<file path="src/hw/rtl/hds_pkg.sv">
`timescale 1ns / 1ps
`default_nettype none

package hds_pkg;

   localparam int unsigned TIME_W = 32;

   localparam logic [TIME_W-1:0] CHECK_LIMIT_MS = 32'd2000;
   localparam logic [TIME_W-1:0] BLOCK_HOLD_MS  = 32'd300;
   localparam logic [TIME_W-1:0] BLOCK_LIMIT_MS = 32'd4000;
   localparam logic [TIME_W-1:0] WAIT_LIMIT_MS  = 32'd6000;

   localparam logic [8:0]  RELEASE_DELAY_MS = 9'd300;
   localparam logic [8:0]  NO_DELAY_MS      = 9'd0;

   localparam logic signed [17:0] DESCENT_MARGIN_CM   = 18'sd100;
   localparam logic signed [17:0] OVERSHOOT_MARGIN_CM = 18'sd120;
   localparam logic signed [17:0] JAM_MARGIN_CM       = 18'sd150;

   localparam logic [2:0] BLOCK_MAX = 3'd3;
   localparam logic [2:0] BLOCK_SAT = 3'd7;

   localparam logic [2:0] STATUS_RUN     = 3'd0;
   localparam logic [2:0] STATUS_BOTTOM  = 3'd1;
   localparam logic [2:0] STATUS_TIMEOUT = 3'd2;
   localparam logic [2:0] STATUS_CLING   = 3'd3;
   localparam logic [2:0] STATUS_BRAKE   = 3'd4;

   localparam logic [1:0] BRAKE_NONE    = 2'd0;
   localparam logic [1:0] BRAKE_ENGAGE  = 2'd1;
   localparam logic [1:0] BRAKE_RELEASE = 2'd2;

   localparam logic [1:0] CSR_SET_HEIGHT   = 2'd0;
   localparam logic [1:0] CSR_CLUTCH_POINT = 2'd1;
   localparam logic [1:0] CSR_MIN_SPEED    = 2'd2;
   localparam logic [1:0] CSR_CLING_POWER  = 2'd3;

   localparam logic [9:0] MIN_SPEED_RESET = 10'd5;

   typedef enum logic [1:0] {
      PHASE_IDLE    = 2'd0,
      PHASE_CHECK   = 2'd1,
      PHASE_BLOCKED = 2'd2,
      PHASE_WAIT    = 2'd3
   } phase_type;

   typedef struct packed {
      logic [14:0]        set_height_cm;
      logic signed [15:0] clutch_point_cm;
      logic [9:0]         min_speed_cm;
      logic [15:0]        cling_power_level;
   } cfg_type;

   typedef struct packed {
      logic               operation;
      logic [31:0]        now_ms;
      logic signed [15:0] height_cm;
      logic signed [15:0] speed_cm;
      logic [15:0]        power;
   } req_type;

   typedef struct packed {
      logic [2:0] status;
      logic       clutch_release;
      logic [1:0] brake_action;
      logic [8:0] brake_delay_ms;
   } rsp_type;

endpackage

`default_nettype wire

</file>
<file path="src/hw/rtl/hds_csr.sv">
`timescale 1ns / 1ps
`default_nettype none

module hds_csr
   import hds_pkg::*;
(
   input  wire logic        clock,
   input  wire logic        reset,
   input  wire logic        csr_we,
   input  wire logic [1:0]  csr_index,
   input  wire logic [15:0] csr_wdata,
   output cfg_type          cfg
);

   cfg_type cfg_ff;
   cfg_type cfg_in;

   always_comb begin
      cfg_in = cfg_ff;
      if (csr_we) begin
         case (csr_index)
            CSR_SET_HEIGHT:   cfg_in.set_height_cm     = csr_wdata[14:0];
            CSR_CLUTCH_POINT: cfg_in.clutch_point_cm   = $signed(csr_wdata);
            CSR_MIN_SPEED:    cfg_in.min_speed_cm      = csr_wdata[9:0];
            CSR_CLING_POWER:  cfg_in.cling_power_level = csr_wdata;
            default:          cfg_in = cfg_ff;
         endcase
      end
   end

   always_ff @(posedge clock) begin
      if (reset) begin
         cfg_ff.set_height_cm     <= '0;
         cfg_ff.clutch_point_cm   <= '0;
         cfg_ff.min_speed_cm      <= MIN_SPEED_RESET;
         cfg_ff.cling_power_level <= '0;
      end else begin
         cfg_ff <= cfg_in;
      end
   end

   assign cfg = cfg_ff;

endmodule

`default_nettype wire

</file>
<file path="src/hw/rtl/hds_core.sv">
`timescale 1ns / 1ps
`default_nettype none

module hds_core
   import hds_pkg::*;
(
   input  wire logic    clock,
   input  wire logic    reset,
   input  wire logic    step,
   input  wire req_type item,
   input  wire cfg_type cfg,
   output rsp_type      res
);

   phase_type   phase_ff, phase_in;
   logic [31:0] mark_ff, mark_in;
   logic [2:0]  count_ff, count_in;

   logic [31:0]        elapsed;
   logic signed [17:0] height_x;
   logic signed [17:0] set_x;
   logic               speed_low;
   logic               over_check, over_hold, over_block, over_wait;
   logic [2:0]         count_inc;
   logic               hold_done;

   assign elapsed    = item.now_ms - mark_ff;
   assign over_check = elapsed > CHECK_LIMIT_MS;
   assign over_hold  = elapsed > BLOCK_HOLD_MS;
   assign over_block = elapsed > BLOCK_LIMIT_MS;
   assign over_wait  = elapsed > WAIT_LIMIT_MS;
   assign height_x   = 18'(item.height_cm);
   assign set_x      = $signed({3'b000, cfg.set_height_cm});
   assign speed_low  = $signed({item.speed_cm[15], item.speed_cm})
                       < $signed({7'b0000000, cfg.min_speed_cm});
   assign count_inc  = (count_ff == BLOCK_SAT) ? count_ff : count_ff + 3'd1;
   assign hold_done  = !speed_low && over_hold;

   always_comb begin
      phase_in = phase_ff;
      mark_in  = mark_ff;
      count_in = count_ff;
      res.status         = STATUS_RUN;
      res.clutch_release = 1'b0;
      res.brake_action   = BRAKE_NONE;
      res.brake_delay_ms = NO_DELAY_MS;
      if (item.operation) begin
         phase_in = PHASE_IDLE;
      end else begin
         case (phase_ff)
            PHASE_IDLE: begin
               mark_in  = item.now_ms;
               count_in = '0;
               phase_in = PHASE_CHECK;
               res.clutch_release = 1'b1;
               res.brake_action   = BRAKE_RELEASE;
               res.brake_delay_ms = RELEASE_DELAY_MS;
            end
            PHASE_CHECK: begin
               if (speed_low && height_x < set_x + DESCENT_MARGIN_CM) begin
                  phase_in = PHASE_WAIT;
                  mark_in  = item.now_ms;
               end else if (height_x > set_x + OVERSHOOT_MARGIN_CM) begin
                  res.status = STATUS_CLING;
               end else if (over_check) begin
                  phase_in = PHASE_BLOCKED;
                  mark_in  = item.now_ms;
                  count_in = count_inc;
                  res.brake_action = BRAKE_ENGAGE;
                  if (count_inc > BLOCK_MAX) begin
                     res.status = STATUS_CLING;
                  end
               end
            end
            PHASE_BLOCKED: begin
               if (speed_low || hold_done) begin
                  phase_in = PHASE_CHECK;
                  res.brake_action = BRAKE_RELEASE;
               end
               if (hold_done) begin
                  mark_in = item.now_ms;
               end
               if ((over_block && !hold_done) || height_x > set_x + JAM_MARGIN_CM) begin
                  res.status = (item.power > cfg.cling_power_level) ? STATUS_CLING
                                                                     : STATUS_BRAKE;
               end
            end
            PHASE_WAIT: begin
               if (over_wait) begin
                  res.status = STATUS_TIMEOUT;
               end else if (item.height_cm < cfg.clutch_point_cm) begin
                  res.status = STATUS_BOTTOM;
               end
            end
            default: begin
               phase_in = phase_ff;
            end
         endcase
      end
   end

   always_ff @(posedge clock) begin
      if (reset) begin
         phase_ff <= PHASE_IDLE;
         mark_ff  <= '0;
         count_ff <= '0;
      end else if (step) begin
         phase_ff <= phase_in;
         mark_ff  <= mark_in;
         count_ff <= count_in;
      end
   end

endmodule

`default_nettype wire

</file>
<file path="src/hw/rtl/hammer_drop_supervisor.sv">
// Hammer drop supervisor.
// Input channel req_*: one sample per transfer (operation, now_ms, height_cm,
// speed_cm, power). operation 1 restarts the sequence at idle.
// Result channel rsp_*: exactly one result per sample, in order (status,
// clutch_release, brake_action, brake_delay_ms).
// Configuration port csr_*: one register write per cycle with csr_we high.
// The user writes only while no sample is in flight, unchecked by the block.
// Path: a sample accepted from req_* lands in the input register, is evaluated
// against the drop state and reaches the result register once that register
// is free to take it.
// Throughput: one sample per cycle while rsp_ready stays high; the single pass
// of compare logic between input and result register sets this figure.
// Reset: both pipeline registers empty, phase idle, mark time and block
// count zero, registers at their reset values.
// Stall: while rsp_ready is low the result holds, the input register keeps
// one more sample, and req_ready drops only when both are occupied.
`timescale 1ns / 1ps
`default_nettype none

module hammer_drop_supervisor
   import hds_pkg::*;
(
   input  wire logic        clock,
   input  wire logic        reset,
   input  wire logic        req_valid,
   output logic             req_ready,
   input  wire logic        req_operation,
   input  wire logic [31:0] req_now_ms,
   input  wire logic signed [15:0] req_height_cm,
   input  wire logic signed [15:0] req_speed_cm,
   input  wire logic [15:0] req_power,
   output logic             rsp_valid,
   input  wire logic        rsp_ready,
   output logic [2:0]       rsp_status,
   output logic             rsp_clutch_release,
   output logic [1:0]       rsp_brake_action,
   output logic [8:0]       rsp_brake_delay_ms,
   input  wire logic        csr_we,
   input  wire logic [1:0]  csr_index,
   input  wire logic [15:0] csr_wdata
);

   cfg_type cfg;
   req_type item_ff;
   rsp_type res;
   rsp_type rsp_ff;
   logic    item_valid_ff, item_valid_in;
   logic    rsp_valid_ff, rsp_valid_in;
   logic    rsp_open;
   logic    advance;
   logic    take;

   assign rsp_open  = !rsp_valid_ff || rsp_ready;
   assign advance   = item_valid_ff && rsp_open;
   assign req_ready = !item_valid_ff || advance;
   assign take      = req_valid && req_ready;

   assign item_valid_in = take || (item_valid_ff && !advance);
   assign rsp_valid_in  = advance || (rsp_valid_ff && !rsp_ready);

   hds_csr u_csr (
      .clock     (clock),
      .reset     (reset),
      .csr_we    (csr_we),
      .csr_index (csr_index),
      .csr_wdata (csr_wdata),
      .cfg       (cfg)
   );

   hds_core u_core (
      .clock (clock),
      .reset (reset),
      .step  (advance),
      .item  (item_ff),
      .cfg   (cfg),
      .res   (res)
   );

   always_ff @(posedge clock) begin
      if (reset) begin
         item_valid_ff <= 1'b0;
         rsp_valid_ff  <= 1'b0;
      end else begin
         item_valid_ff <= item_valid_in;
         rsp_valid_ff  <= rsp_valid_in;
      end
   end

   always_ff @(posedge clock) begin
      if (take) begin
         item_ff.operation <= req_operation;
         item_ff.now_ms    <= req_now_ms;
         item_ff.height_cm <= req_height_cm;
         item_ff.speed_cm  <= req_speed_cm;
         item_ff.power     <= req_power;
      end
      if (advance) begin
         rsp_ff <= res;
      end
   end

   assign rsp_valid          = rsp_valid_ff;
   assign rsp_status         = rsp_ff.status;
   assign rsp_clutch_release = rsp_ff.clutch_release;
   assign rsp_brake_action   = rsp_ff.brake_action;
   assign rsp_brake_delay_ms = rsp_ff.brake_delay_ms;

   a_delay_only_on_release: assert property (@(posedge clock) disable iff (reset)
      rsp_valid_ff && rsp_ff.brake_delay_ms != NO_DELAY_MS
         |-> rsp_ff.brake_action == BRAKE_RELEASE && rsp_ff.clutch_release)
      else $error("brake delay without clutch release");

   a_clutch_only_running: assert property (@(posedge clock) disable iff (reset)
      rsp_valid_ff && rsp_ff.clutch_release |-> rsp_ff.status == STATUS_RUN)
      else $error("clutch release with error status");

   a_item_held: assert property (@(posedge clock) disable iff (reset)
      item_valid_ff && !advance |=> item_valid_ff && $stable(item_ff))
      else $error("input register lost a sample");

   a_reset_empty: assert property (@(posedge clock)
      reset |=> !item_valid_ff && !rsp_valid_ff)
      else $error("pipeline not empty after reset");

endmodule

`default_nettype wire

</file>
<file path="config.mk">
export PLATFORM = sky130hd
export DESIGN_NAME = hammer_drop_supervisor
export DESIGN_NICKNAME = d
export VERILOG_FILES = /design/src/hw/rtl/hds_pkg.sv /design/src/hw/rtl/hds_csr.sv /design/src/hw/rtl/hds_core.sv /design/src/hw/rtl/hammer_drop_supervisor.sv
export SDC_FILE = /design/constraint.sdc
export NUM_CORES = 1
export LEC_CHECK = 0
export BUFFER_PORTS_ARGS = -buffer_cell sky130_fd_sc_hd__buf_4
export CAP_MARGIN = 15
export CORE_MARGIN = 1.5
export CORE_UTILIZATION = 44
export CTS_CLUSTER_DIAMETER = 80
export DETAILED_ROUTE_END_ITERATION = 12
export PLACE_DENSITY_LB_ADDON = 0.25
export SLEW_MARGIN = 20
export SYNTH_ARGS = -nofsm -noshare
export SYNTH_HDL_FRONTEND = slang
export SYNTH_SLANG_ARGS = --single-unit
</file>
<file path="constraint.sdc">
create_clock -name clock -period 3.9 [get_ports clock]
set_input_delay 0.39 -clock clock [delete_from_list [all_inputs] [get_ports clock]]
set_output_delay 0.39 -clock clock [all_outputs]
set_load 0.05 [all_outputs]
</file>
# Word level (Yosys, flattened, before mapping)
# Index checks and enable logic that the tools add are counted.
totals:
  output_inout_bits: 17
  input_bits: 104
  elab_cells: 114
  regBits: 192
op_classes:
  mux: 32
  n_addsub: 5
  order_cmp: 11
  n_bitwise: 1
  eq_ne: 16
  reduce_logical: 31
ops:
  columns: ["operator", "count"]
  rows:
  - ["$mux W32", 4]
  - ["$pmux W32 S3", 1]
  - ["$gt A16 B17 Y1", 2]
  - ["$add A15 B7 Y16 const B", 2]
  - ["$gt A32 B11 Y1 const B", 1]
  - ["$gt A32 B12 Y1 const B", 1]
  - ["$gt A32 B13 Y1 const B", 1]
  - ["$gt A32 B9 Y1 const B", 1]
  - ["$sub A32 B32 Y32", 1]
  - ["$mux W3", 9]
  - ["$mux W2", 10]
  - ["$lt A16 B17 Y1", 1]
  - ["$add A15 B8 Y16 const B", 1]
  - ["$gt A16 B16 Y1", 1]
  - ["$lt A16 B11 Y1", 1]
  - ["$lt A16 B16 Y1", 1]
  - ["$pmux W2 S3", 2]
  - ["$reduce_and A6 Y1", 2]
  - ["$mux W9", 1]
  - ["$pmux W3 S3", 1]
  - ["$eq A2 B2 Y1 const B", 4]
  - ["$reduce_and A2 Y1", 4]
  - ["$logic_and A1 B1 Y1", 7]
  - ["$logic_not A1 Y1", 6]
  - ["19 further kinds", 31]

# Depth between registers and ports, before layout
logic_depth:
  word_depth: 8
  ltp_mapped: 18
  depth_no_buf: 18

# Cells and area by module
# A second synthesis with hierarchy kept.
unflattened:
  cells_unflattened: 1267
  area_unflattened_um2: 12653.4
modules_own_cells:
  columns: ["mod", "instances", "cells_each", "seq_area_each_um2", "area_each_um2"]
  rows:
  - ["hds_core", 1, 952, 740.7, 7374.6]
  - ["hammer_drop_supervisor", 1, 106, 2922.8, 2986.6]
  - ["hds_csr", 1, 209, 1141.1, 2292.2]

# Worst setup path after synthesis
# OpenSTA, ideal clock, no wires.
synth_timing:
  path_kind: "register to register"
  startpoint: "reg rsp_valid_ff (netlist: rsp_valid)"
  endpoint: "reg item_ff[0] in the netlist's numbering (enable)"
  stages_incl_launch_ff: 4
  slack_ns: 0.420
  required_time_ns: 3.452
  setup_time_ns: 0.448
  arrival_ns: 3.033
  path_cell_list: "dfxtp_1 > nor2b_1 > nand2_1 > and2_1"
synth_between:
  elab_chain_len: 5
synth_rtl:
  columns: ["item", "line", "text"]
  rows:
  - ["start: declaration", "hammer_drop_supervisor.sv:48", "logic rsp_valid_ff, rsp_valid_in;"]
  - ["start signal: assignment", "hammer_drop_supervisor.sv:85", "rsp_valid_ff <= rsp_valid_in;"]
  - ["$logic_not A1 Y1", "hammer_drop_supervisor.sv:53", "assign rsp_open = !rsp_valid_ff || rsp_ready;"]
  - ["$logic_or A1 B1 Y1", "hammer_drop_supervisor.sv:53", null]
  - ["$logic_and A1 B1 Y1", "hammer_drop_supervisor.sv:54", "assign advance = item_valid_ff && rsp_open;"]
  - ["$logic_or A1 B1 Y1", "hammer_drop_supervisor.sv:55", "assign req_ready = !item_valid_ff || advance;"]
  - ["named net req_ready", "hammer_drop_supervisor.sv:26", "output logic req_ready,"]
  - ["$logic_and A1 B1 Y1", "hammer_drop_supervisor.sv:56", "assign take = req_valid && req_ready;"]
  - ["named net take", "hammer_drop_supervisor.sv:51", "logic take;"]
  - ["end: declaration", "hammer_drop_supervisor.sv:44", "req_type item_ff;"]
# The timed path passes the listed nets, and every way through them passes these cells.
# A chain may end at the register's enable or synchronous reset.

# Final worst setup path
layout_timing:
  startpoint: "reg item_ff[48] in the netlist's numbering"
  endpoint: "reg rsp_ff (netlist bit rsp_status[0]), data pin"
layout_between:
  elab_chain_len: 8
  elab_cells_between_ends: 15
  cone_classes: "1 x add/sub; 4 x order compare; 6 x mux; 4 x reduce/logical"
layout_rtl:
  columns: ["item", "line", "text"]
  rows:
  - ["$sub A32 B32 Y32 *", "hds_core.sv:27", "assign elapsed = item.now_ms - mark_ff;"]
  - ["$gt A32 B9 Y1", "hds_core.sv:29", "assign over_hold = elapsed > BLOCK_HOLD_MS;"]
  - ["$logic_and A1 B1 Y1", "hds_core.sv:37", "assign hold_done = !speed_low && over_hold;"]
  - ["$logic_not A1 Y1", "hds_core.sv:83", "if ((over_block && !hold_done) || height_x > set_x + JAM_MARGIN_CM) begin"]
  - ["$logic_and A1 B1 Y1", "hds_core.sv:83", null]
  - ["$logic_or A1 B1 Y1", "hds_core.sv:83", null]
  - ["$mux W3", "hds_core.sv:83", null]
  - ["$pmux W3 S3 *", "hds_core.sv:50", "case (phase_ff)"]
  - ["end signal: assignment", "hammer_drop_supervisor.sv:98", "rsp_ff <= res;"]
  - ["end: declaration", "hammer_drop_supervisor.sv:46", "rsp_type rsp_ff;"]
# Every way passes the cells marked *; elsewhere a longest branch is shown, timed or not.

==> results.cfg <==
[logic_synthesis]
yosysWarnings = 0
ys.flop_type = dfxtp_1
synth.area.top_cells = edfxtp_1, dfxtp_1, ha_1, a21oi_1, nand2_1
synth-seq-cells = 183
async_flop_share = 0
avgSynthCellArea_um2 = 8.95
synth_edf_count = 87
yosysTopAreaCell = edfxtp_1
synth_cells = 1320
ys_types = 84
yosysTopAreaCellShare = 0.221
yosysSeqAreaShare = 0.384
synth_area_um2 = 11800

[job]
cap_violations = 0

[sta]
setup_viol = 0
maxSlewHeadroom = 0.248
rsz0062_at_grt = false
hold_violations = 0
fin_ws_ps = 202
fin_worst_skew_ps = 15.3
fmax_mhz = 270
finalMaxSlewViolations = 0
final.min_clock_period_ps = 3700
tightest_slew_ps = 1120
finalCritPeriodShare = 0.948

[placement]
hpwl_mm = 22.2
place.port_buffers = 115
routabilityCongestion = 0.918
dpl_worst_slack_ps = -63.1

[floorplan]
dieWidth_um = 167
core_um2 = 26200
num_rows = 59
chipHeight_um = 167
start_util = 0.451
num_io_pins = 121
die_area_um2 = 27800

[global_routing]
track_usage = 0.217
antenna_found_initial = 0
grt_pass1_vias = 9497
grt_max_degree = 97
grt_pass1_wl_mm = 48.9
grt_overflow = 0

[hold_path]
worstHoldStart = req_now_ms[4]
hold_class = in2reg
worst_hold_path.endpoint = item_ff[52]
hold_depth = 1

[clock_network]
clock_path_buffers = 2
clock-root-buffer = clkbuf_16
cts_setup_buffers = 0
h-tree-depth = 4
numCtsBuffers = 17
cts_sinks = 183
clock_latency_ps = 450
cts_hold_buf = 0
path_clk_slew_ps = 90
cts_tree = yes

[cells_and_area]
final_cell_mix = nand2_1, buf_4, a21oi_1, ha_1
nets = 1662
fill_cells = 2402
insertedDiodeCount = 0
syn_to_final_growth_pct = 17.4
drive_gt1_frac = 0.184
final_common_cell = nand2_1

[critical_path]
path_cells = inv_1 > ha_1 > fa_1 > nand2b_1 > a21oi_2 > o31ai_1 > a21oi_1 > o21ai_0 > a2bb2oi_1 > and4b_2 > nand3_1 > or4b_1 > a31oi_1
slowest_stage = or4b_1
reg2reg_from = item_ff[48]
regToRegSetupSlack_ps = 200
worstRegToRegCells = 13
cp_num_buf_inv = 1
worstPathMaxFanout = 6
path_class = reg2reg
cp.required_ps = 4200
start_kind = register
timing.rr.end = rsp_status[0]
endpoint_kind = register
cp_slowest_stage_delay_ps = 530
critPathArrivalTime_ps = 4000
crit_family = compound AO/OA/AOI/OAI gates

[power]
power.leakage_nw = 5.25
vdd_drop_max_mv = 0.310
powerDensity_nw_per_um2 = 362
total_power_mw = 5.02

[routing]
wirelength_mm = 29.7
first_pass_iters = 5
drc_errors = 0
ant_nets = 0
wl_per_cell_um = 16.7
drtIter0Drc = 776
route.detailed.vias_per_inst = 5.61
dr_total_vias = 9995

[outcome]
run_status = completed
synthesized netlist by cell type, types with 11 or more instances:
cell and instances:
nand3_2 30, nand2_1 176, inv_1 94, nor2b_1 11, a31oi_1 14, o21ai_0 67
o21a_1 19, o211ai_1 13, a21o_1 28, and3_1 18, xnor2_1 25, a21oi_1 144
dfxtp_1 96, clkbuf_1 42, nand2b_1 11, xor2_1 16, a211oi_1 15, buf_2 11
nand3_1 34, nor2_1 55, nor3_1 24, nand4_1 18, ha_1 124, edfxtp_1 87
report_power, final:
part	internal [mW]	total (mW)	switching (mW)
logic	0.392	0.926	0.535
clock network	0.963	1.92	0.959
registers	2.10	2.17	0.0666
total	3.46	5.02	1.56
how the worst max path moves through the flow:
stage	end	slack [ps]	cells after the start	start
after floorplan	item_ff[0]	420	3	rsp_valid
after global routing	rsp_status[0]	5	11	item_ff[61]
after detailed placement	u_core.mark_ff[15]	-60	13	item_ff[49]
final	rsp_status[0]	200	13	item_ff[48]
after CTS	u_core.mark_ff[15]	40	15	item_ff[48]
after global placement	u_core.mark_ff[31]	-70	13	item_ff[49]
cell families after synthesis:
family | Yosys count | synth area share
AO/OA/AOI/OAI | 369 | 0.196
AND/OR/NAND/NOR | 434 | 0.191
buffers and inverters | 165 | 0.0631
other | 1 | 0.000317
XOR/XNOR | 41 | 0.0304
flip-flops | 183 | 0.384
adder cells (fa/ha/maj) | 125 | 0.133
multiplexers | 2 | 0.00180
flip-flops by register name, indices dropped and copies added (netlist names):
name	count
rsp_brake_action	2
item_ff	81
u_core.count_ff	3
rsp_brake_delay_ms	1
item_valid_ff	1
rsp_status	3
u_core.phase_ff	2
rsp_valid	1
u_csr.cfg	57
u_core.mark_ff	32
area by class of cell:
cell class,instances,area [um2],area share
flip-flops and latches,183,4540,0.327
multi-input cells,976,6660,0.480
inverters,94,353,0.0254
well taps,335,419,0.0302
clock inverters,15,228,0.0164
repair buffers,161,1250,0.0900
clock buffers,17,425,0.0307
layer usage:
metal / part of all wire / track usage
met1: 0.48 / 0.306
met2: 0.45 / 0.345
met4: 0.017 / 0.0609
met5: 0 / 0
met3: 0.053 / 0.0309
stage by stage:
step	utilization	cells	instance area, um2	TNS, ps	hold WS [ps]
finish	0.529	1781	13900	0	107
global route	0.529	1781	13900	0	91.9
CTS	0.525	1781	13800	0	100
detailed placement	0.500	1749	13100	-1270	446
global placement	0.500	1749	13100	-1370	442
floorplan	-	1324	11800	0	436
worst reg2reg max path: stages (launching register included):
cell,delay (ps)
edfxtp_1,360
inv_1,50
ha_1,220
fa_1,420
nand2b_1,210
a21oi_2,160
o31ai_1,100
a21oi_1,490
o21ai_0,190
a2bb2oi_1,230
and4b_2,330
nand3_1,100
or4b_1,530
a31oi_1,170
timing repair:
item | CTS | global route
endpoints found under the hold margin | 0 | 0
cloned | 0 | 0
resized for setup | 3 | 27
setup endpoints to repair | 32 | 36
Power figures use the tool's default switching activity.
